`src/design/wbs_pkg.sv`:
```
// ----------------------------------------------------------------------------
// wbs_pkg
// Shared constants and types for the wildcard byte pattern search.
// ----------------------------------------------------------------------------
package wbs_pkg;

   localparam int MAX_PATTERN_BYTES_DEF = 16;
   localparam int OFFSET_BITS_DEF       = 32;
   localparam int PATTERN_SLOTS         = 16;
   localparam int SLOT_W                = 4;
   localparam int LEN_W                 = 5;
   localparam int ADDR_W                = 64;
   localparam int CSR_DATA_W            = 64;
   localparam int CSR_INDEX_W           = 3;
   localparam int CARE_W                = 16;

   typedef logic [PATTERN_SLOTS-1:0][7:0] pattern_type;

   typedef enum logic [CSR_INDEX_W-1:0] {
      CSR_PATTERN_LOW  = 3'd0,
      CSR_PATTERN_HIGH = 3'd1,
      CSR_CARE_MASK    = 3'd2,
      CSR_PATTERN_LEN  = 3'd3,
      CSR_BASE_ADDRESS = 3'd4
   } csr_index_type;

endpackage

```
`src/design/wildcard_byte_pattern_search.sv`:
```
// A result word is registered in stage 1 (found flag, offset), then in stage 2.
// Throughput: one byte per cycle while req_stall is low; the cell chain shifts
// on each accepted byte and compares the full window; address add is stage 2.
// Reset (synchronous): clears configuration, byte count, match flag and the
// pipeline valid bits; window bytes are qualified by the byte count.
// ----------------------------------------------------------------------------
// wildcard_byte_pattern_search
// Scans a region byte by byte for the first match of a wildcard byte pattern.
// ----------------------------------------------------------------------------
module wildcard_byte_pattern_search import wbs_pkg::*; #(
   parameter int MAX_PATTERN_BYTES = MAX_PATTERN_BYTES_DEF,
   parameter int OFFSET_BITS       = OFFSET_BITS_DEF
) (
   input  logic                   clock,
   input  logic                   reset,
   input  logic                   csr_write_enable,
   input  logic [CSR_INDEX_W-1:0] csr_index,
   input  logic [CSR_DATA_W-1:0]  csr_write_data,
   input  logic                   req_valid,
   output logic                   req_stall,
   input  logic [7:0]             req_data_byte,
   input  logic                   req_region_end,
   output logic                   rsp_valid,
   input  logic                   rsp_stall,
   output logic                   rsp_found,
   output logic [ADDR_W-1:0]      rsp_match_address
);

   localparam logic [OFFSET_BITS-1:0] COUNT_LIMIT = '1;

   logic [63:0]             pat_low_ff, pat_high_ff, base_ff;
   logic [CARE_W-1:0]       care_ff;
   logic [LEN_W-1:0]        len_ff;
   logic [OFFSET_BITS-1:0]  seen_ff, seen_in, seen_next;
   logic                    reported_ff, reported_in;
   logic                    s1_valid_ff, s1_found_ff;
   logic [OFFSET_BITS-1:0]  s1_offset_ff;
   logic                    rsp_valid_ff, rsp_found_ff;
   logic [ADDR_W-1:0]       rsp_addr_ff;
   logic                    accept, adv2, adv1, len_ok, seen_ok, match, emit;
   pattern_type             pattern;
   logic [MAX_PATTERN_BYTES-1:0]      hits;
   logic [MAX_PATTERN_BYTES:0][7:0]   chain;

   assign pattern = pattern_type'({pat_high_ff, pat_low_ff});

   // configuration
   always_ff @(posedge clock) begin
      if (reset) begin
         pat_low_ff  <= '0;
         pat_high_ff <= '0;
         care_ff     <= '0;
         len_ff      <= '0;
         base_ff     <= '0;
      end else if (csr_write_enable) begin
         case (csr_index_type'(csr_index))
            CSR_PATTERN_LOW:  pat_low_ff  <= csr_write_data;
            CSR_PATTERN_HIGH: pat_high_ff <= csr_write_data;
            CSR_CARE_MASK:    care_ff     <= csr_write_data[CARE_W-1:0];
            CSR_PATTERN_LEN:  len_ff      <= csr_write_data[LEN_W-1:0];
            CSR_BASE_ADDRESS: base_ff     <= csr_write_data;
            default: ;
         endcase
      end
   end

   // cell chain
   assign chain[0] = req_data_byte;

   for (genvar k = 0; k < MAX_PATTERN_BYTES; k++) begin : g_cell
      wbs_cell #(
         .CELL_INDEX (k),
         .NUM_CELLS  (MAX_PATTERN_BYTES)
      ) u_cell (
         .clock          (clock),
         .shift          (accept),
         .byte_in        (chain[k]),
         .pattern        (pattern),
         .care_mask      (care_ff),
         .pattern_length (len_ff),
         .byte_out       (chain[k+1]),
         .hit            (hits[k])
      );
   end

   // handshake
   assign adv2      = !rsp_valid_ff || !rsp_stall;
   assign adv1      = !s1_valid_ff || adv2;
   assign req_stall = !adv1;
   assign accept    = req_valid && adv1;

   // scan control
   always_comb begin
      seen_next = (seen_ff == COUNT_LIMIT) ? seen_ff : seen_ff + OFFSET_BITS'(1);
      len_ok    = (len_ff != '0) && (len_ff <= LEN_W'(PATTERN_SLOTS)) &&
                  (32'(len_ff) <= 32'(MAX_PATTERN_BYTES));
      seen_ok   = seen_next >= OFFSET_BITS'(len_ff);
      match     = !reported_ff && len_ok && seen_ok && (&hits);
      emit      = match || (req_region_end && !reported_ff);
      seen_in     = req_region_end ? '0 : seen_next;
      reported_in = req_region_end ? 1'b0 : (reported_ff || match);
   end

   always_ff @(posedge clock) begin
      if (reset) begin
         seen_ff     <= '0;
         reported_ff <= 1'b0;
      end else if (accept) begin
         seen_ff     <= seen_in;
         reported_ff <= reported_in;
      end
   end

   // stage 1: found flag and offset
   always_ff @(posedge clock) begin
      if (reset) begin
         s1_valid_ff <= 1'b0;
      end else if (adv1) begin
         s1_valid_ff <= accept && emit;
      end
   end

   always_ff @(posedge clock) begin
      if (adv1 && accept && emit) begin
         s1_found_ff  <= match;
         s1_offset_ff <= seen_next - OFFSET_BITS'(len_ff);
      end
   end

   // stage 2: address add, output register
   always_ff @(posedge clock) begin
      if (reset) begin
         rsp_valid_ff <= 1'b0;
      end else if (adv2) begin
         rsp_valid_ff <= s1_valid_ff;
      end
   end

   always_ff @(posedge clock) begin
      if (adv2 && s1_valid_ff) begin
         rsp_found_ff <= s1_found_ff;
         rsp_addr_ff  <= s1_found_ff ? base_ff + ADDR_W'(s1_offset_ff) : '0;
      end
   end

   assign rsp_valid         = rsp_valid_ff;
   assign rsp_found         = rsp_found_ff;
   assign rsp_match_address = rsp_addr_ff;

   // checks
   a_notfound_zero: assert property (@(posedge clock) disable iff (reset)
      rsp_valid && !rsp_found |-> rsp_match_address == '0)
      else $error("not-found word carries a nonzero address");

   a_region_clear: assert property (@(posedge clock) disable iff (reset)
      accept && req_region_end |=> seen_ff == '0 && !reported_ff)
      else $error("scan state not cleared after region end");

   a_count_step: assert property (@(posedge clock) disable iff (reset)
      accept && !req_region_end && seen_ff != COUNT_LIMIT
      |=> seen_ff == $past(seen_ff) + OFFSET_BITS'(1))
      else $error("byte count did not advance");

   a_single_match: assert property (@(posedge clock) disable iff (reset)
      accept && reported_ff |-> !match)
      else $error("second match reported in one region");

endmodule

```
`src/design/wbs_cell.sv`:
```
// ----------------------------------------------------------------------------
// wbs_cell
// One window cell: holds one byte, passes it on each shift, and checks the
// incoming byte against the pattern slot that lines up with its position.
// ----------------------------------------------------------------------------
module wbs_cell import wbs_pkg::*; #(
   parameter int CELL_INDEX = 0,
   parameter int NUM_CELLS  = MAX_PATTERN_BYTES_DEF
) (
   input  logic                clock,
   input  logic                shift,
   input  logic [7:0]          byte_in,
   input  pattern_type         pattern,
   input  logic [CARE_W-1:0]   care_mask,
   input  logic [LEN_W-1:0]    pattern_length,
   output logic [7:0]          byte_out,
   output logic                hit
);

   localparam int IW = $clog2(NUM_CELLS + PATTERN_SLOTS) + 1;

   logic [7:0]    byte_ff;
   logic [IW-1:0] diff;
   logic [SLOT_W-1:0] slot;
   logic          active;

   always_ff @(posedge clock) begin
      if (shift) begin
         byte_ff <= byte_in;
      end
   end

   // window position k lines up with pattern slot len-1-k
   always_comb begin
      active = IW'(pattern_length) > IW'(CELL_INDEX);
      diff   = IW'(pattern_length) - IW'(CELL_INDEX) - IW'(1);
      slot   = diff[SLOT_W-1:0];
      hit    = !active || !care_mask[slot] || (byte_in == pattern[slot]);
   end

   assign byte_out = byte_ff;

endmodule
```
`config.mk`:
```
export PLATFORM = sky130hd
export DESIGN_NAME = wildcard_byte_pattern_search
export DESIGN_NICKNAME = d
export VERILOG_FILES = /design/src/design/wbs_pkg.sv /design/src/design/wildcard_byte_pattern_search.sv /design/src/design/wbs_cell.sv
export SDC_FILE = /design/constraint.sdc
export NUM_CORES = 1
export LEC_CHECK = 0
export BUFFER_PORTS_ARGS = -buffer_cell sky130_fd_sc_hd__buf_2
export CAP_MARGIN = 25
export CORE_UTILIZATION = 55
export CTS_CLUSTER_DIAMETER = 30
export DETAILED_ROUTE_END_ITERATION = 6
export GPL_ROUTABILITY_DRIVEN = 0
export HOLD_SLACK_MARGIN = 0.15
export PLACE_DENSITY = 0.85
export SYNTH_ARGS = -nofsm -noshare
export SYNTH_HDL_FRONTEND = slang
export SYNTH_SLANG_ARGS = --single-unit
```
`constraint.sdc`:
```
create_clock -name clock -period 8.7 [get_ports clock]
set_input_delay 1.74 -clock clock [delete_from_list [all_inputs] [get_ports clock]]
set_output_delay 1.74 -clock clock [all_outputs]
set_load 0.05 [all_outputs]
```
==> reports/results.txt <==
Clk Latency, worst-skew pair - 0.67 ns
via count - 27000
Hold WC Path Type - reg2reg
Main synth FF type - dfxtp_1
global-route wire length before repair - 158000 µm
die area - 56700 µm²
share of synthesized registers carrying an async set or reset - 0%
Die W - 238 µm
sequential area share after synthesis - 37.5%
Finished Cell Area - 35300 µm²
class of the most critical setup path - reg2reg
Mapped Avg Cell Area - 10.8 µm²
Post-DRT Antenna Nets - 0
Comb pwr share - 9.3%
cell area after placement - 31900 µm²
vias in the first global route - 25600
Fin Setup TNS - 0 ns
clock skew after layout - 0.0391 ns
Max rail drop VDD - 151 µV
vias per cell - 7.19
Critical Path Source - len_ff[0]
largest net degree at the start of global routing - 142
antenna violations before repair - 7
sequential power share - 36.2%
Leakage - 12.2 nW
Tot Pwr - 6.88 mW
CTS tree - done
synth unique cells - 77
clock sink count - 466
final setup margin - 2.01 ns
unrepaired setup endpoints after global routing - false
Int Power - 5.04 mW
Fmax - 0.149 GHz
Yosys warning count - 0
Initial Util - 55.7%
GRT Util Overall - 37.3%
power per cell area - 195 nW/µm²
Core ar. - 55100 µm²
cts bufs inserted - 92
Worst-Margin Slew - 1.08 ns
CP peak stage delay - 0.86 ns
most used cell, CP - mux2i_1
die height - 238 µm
H-Tree Depth - 3
Fin. Hold Viols - 0
fin nets - 3063
CP cell instances - inv_2 -> ha_4 -> buf_12 -> mux4_2 -> mux2i_1 -> mux2i_1 -> xnor2_1 -> nand4_1 -> nor2_1 -> o2111ai_1 -> nor4_1 -> nand3_1 -> a21oi_4 -> buf_16
WL final - 106000 µm
CP required - 9.06 ns
Slew Limit Fails - 0
Min Hold Slack - 0.460 ns
Post-CTS Setup Repair Bufs - 0
# IOs - 148
layout cell share with drive strength beyond 1 - 23.3%
Post-synth EDFFs - 218
CP max-delay cell - ha_4
launch point of the worst reg-to-reg path - len_ff[0]
Clock Tree Buf Depth - 3
Final Setup Violations - 0
GR Overflow Total - 0
Psw - 1.84 mW
pre-CTS WS - 1.90 ns
Worst Path Max Fanout - 72
clk slew on worst S/H paths - 0.05 ns
# resized after CTS - 0
hold_buf cts - 0
Final min period - 6.69 ns
synthesized area - 30700 µm²
Worst setup SP type - register
Seq cells post-synth - 466
syn_nets - 2984
Switching Share - 26.8%
drt wl/cell - 28.3 µm
Clk pwr share - 54.5%
crit path DAT - 7.05 ns
violated checks - design-rule violations
Final HPWL DP - 70900 µm
Max-Cap Viols - 0
Syn Inst Count - 2850
element type at the critical path end - register
status - finished with violations
Hold Path Origin - base_ff[30]
Area Overhead vs Synth - 15.1%
Pre-antenna DRT Iters - 7
1st-iter DRT viols - 5154
DR DRC count - 13
crit share post-route - 76.9%
slew margin rel. - 28.3%
row count - 86
port bufs - 147
clk root buf - clkbuf_16
routing by layer:
layer,vias to the layer above,GRT usage (%),part of all wire (%)
met5,-,0,0.058
met4,6,28.0,9.3
met3,702,15.6,16
met2,2627,53.9,43
met1,12800,44.4,32
li1,10900,-,-
critical path: cells and delay by family (launching register included):
family / cells / cell delay (ns)
AO/OA/AOI/OAI: 2 / 0.68
XOR/XNOR: 1 / 0.62
adder cells (fa/ha/maj): 1 / 0.86
buffers and inverters: 3 / 1.24
flip-flops: 1 / 0.80
multiplexers: 3 / 0.84
AND/OR/NAND/NOR: 4 / 1.28
layout by cell type, fill, tap and decap left out, types with 97 or more instances in the layout:
master,n
nand2_1,501
a21oi_1,298
mux4_2,298
dfxtp_1,244
edfxtp_1,218
mux2i_1,163
xnor2_1,155
buf_2,146
nor2_1,120
clkbuf_16,97
per-stage QoR:
stage / cells / util (%)
finish: 3758 / 64.0
global route: 3756 / 64.0
CTS: 3749 / 63.8
detailed placement: 3579 / 57.8
global placement: 3578 / 57.8
floorplan: 2850 / -
final cells by class:
class / count / area (µm²)
well taps: 748 / 936
clock inverters: 62 / 769
flip-flops and latches: 466 / 11500
multi-input cells: 2156 / 18300
inverters: 29 / 111
clock buffers: 108 / 2530
repair buffers: 184 / 1120
diodes: 5 / 12.5
fillers: 3930 / 19800
sequential cells by signal (all words and copies together), names as in the netlist, 5 cells and up:
| signal | flops |
|---|---|
| rsp_match_address | 64 |
| care_ff | 16 |
| base_ff | 64 |
| g_cell.u_cell.byte_out | 120 |
| len_ff | 5 |
| s1_offset_ff | 32 |
| pat_low_ff | 64 |
| seen_ff | 32 |
| pat_high_ff | 64 |
power by group through the flow:
| stage | combinational [mW] | clock, mW | sequential (mW) |
|---|---|---|---|
| 3_3_place_gp | 0.580 | 0 | 2.52 |
| 2_1_floorplan | 0.387 | 0 | 2.52 |
| 5_1_grt | 0.663 | 3.85 | 2.49 |
| 3_5_place_dp | 0.596 | 0 | 2.52 |
| 4_1_cts | 0.605 | 3.74 | 2.48 |
| 6_report | 0.638 | 3.75 | 2.49 |
Yosys cell counts, types with 6 or more instances:
cell type	number	share of area, %
nor4_1	13	0.27
xnor2_1	159	4.5
a21o_1	32	0.78
and4_1	8	0.23
nand2b_1	15	0.31
buf_1	21	0.26
a31oi_1	14	0.29
ha_1	51	2.1
o31ai_1	9	0.22
mux2i_1	163	5.3
o21a_1	6	0.15
a21oi_1	299	4.9
buf_4	11	0.27
clkbuf_1	111	1.4
nand2_1	502	6.1
a22oi_1	19	0.47
and3_1	21	0.43
buf_2	55	0.90
o221ai_1	8	0.23
mux4_2	298	22
xor2_1	75	2.1
nor3_1	32	0.52
nand4_1	44	0.90
nor2b_1	11	0.22
a211oi_1	8	0.20
nand3_1	34	0.55
nor2_1	121	1.5
and2_1	9	0.18
or3_1	31	0.63
inv_1	25	0.31
edfxtp_1	218	21
o21ai_0	76	1.2
dfxtp_1	248	16
mux2_2	8	0.29
worst paths after layout:
check | to | slack, ns | depth (start not counted)
min reg2reg | base_ff[30] | 0.46 | 2
max | s1_offset_ff[14] | 2.01 | 14
max reg2reg | s1_offset_ff[14] | 2.01 | 14
min | base_ff[30] | 0.46 | 2
kinds of logic after synthesis:
| kind of cell | synth area share (%) |
|---|---|
| AO/OA/AOI/OAI | 9.92 |
| flip-flops | 37.5 |
| XOR/XNOR | 6.83 |
| buffers and inverters | 3.15 |
| adder cells (fa/ha/maj) | 2.21 |
| AND/OR/NAND/NOR | 12.9 |
| multiplexers | 27.5 |
Power figures use the tool's default switching activity.
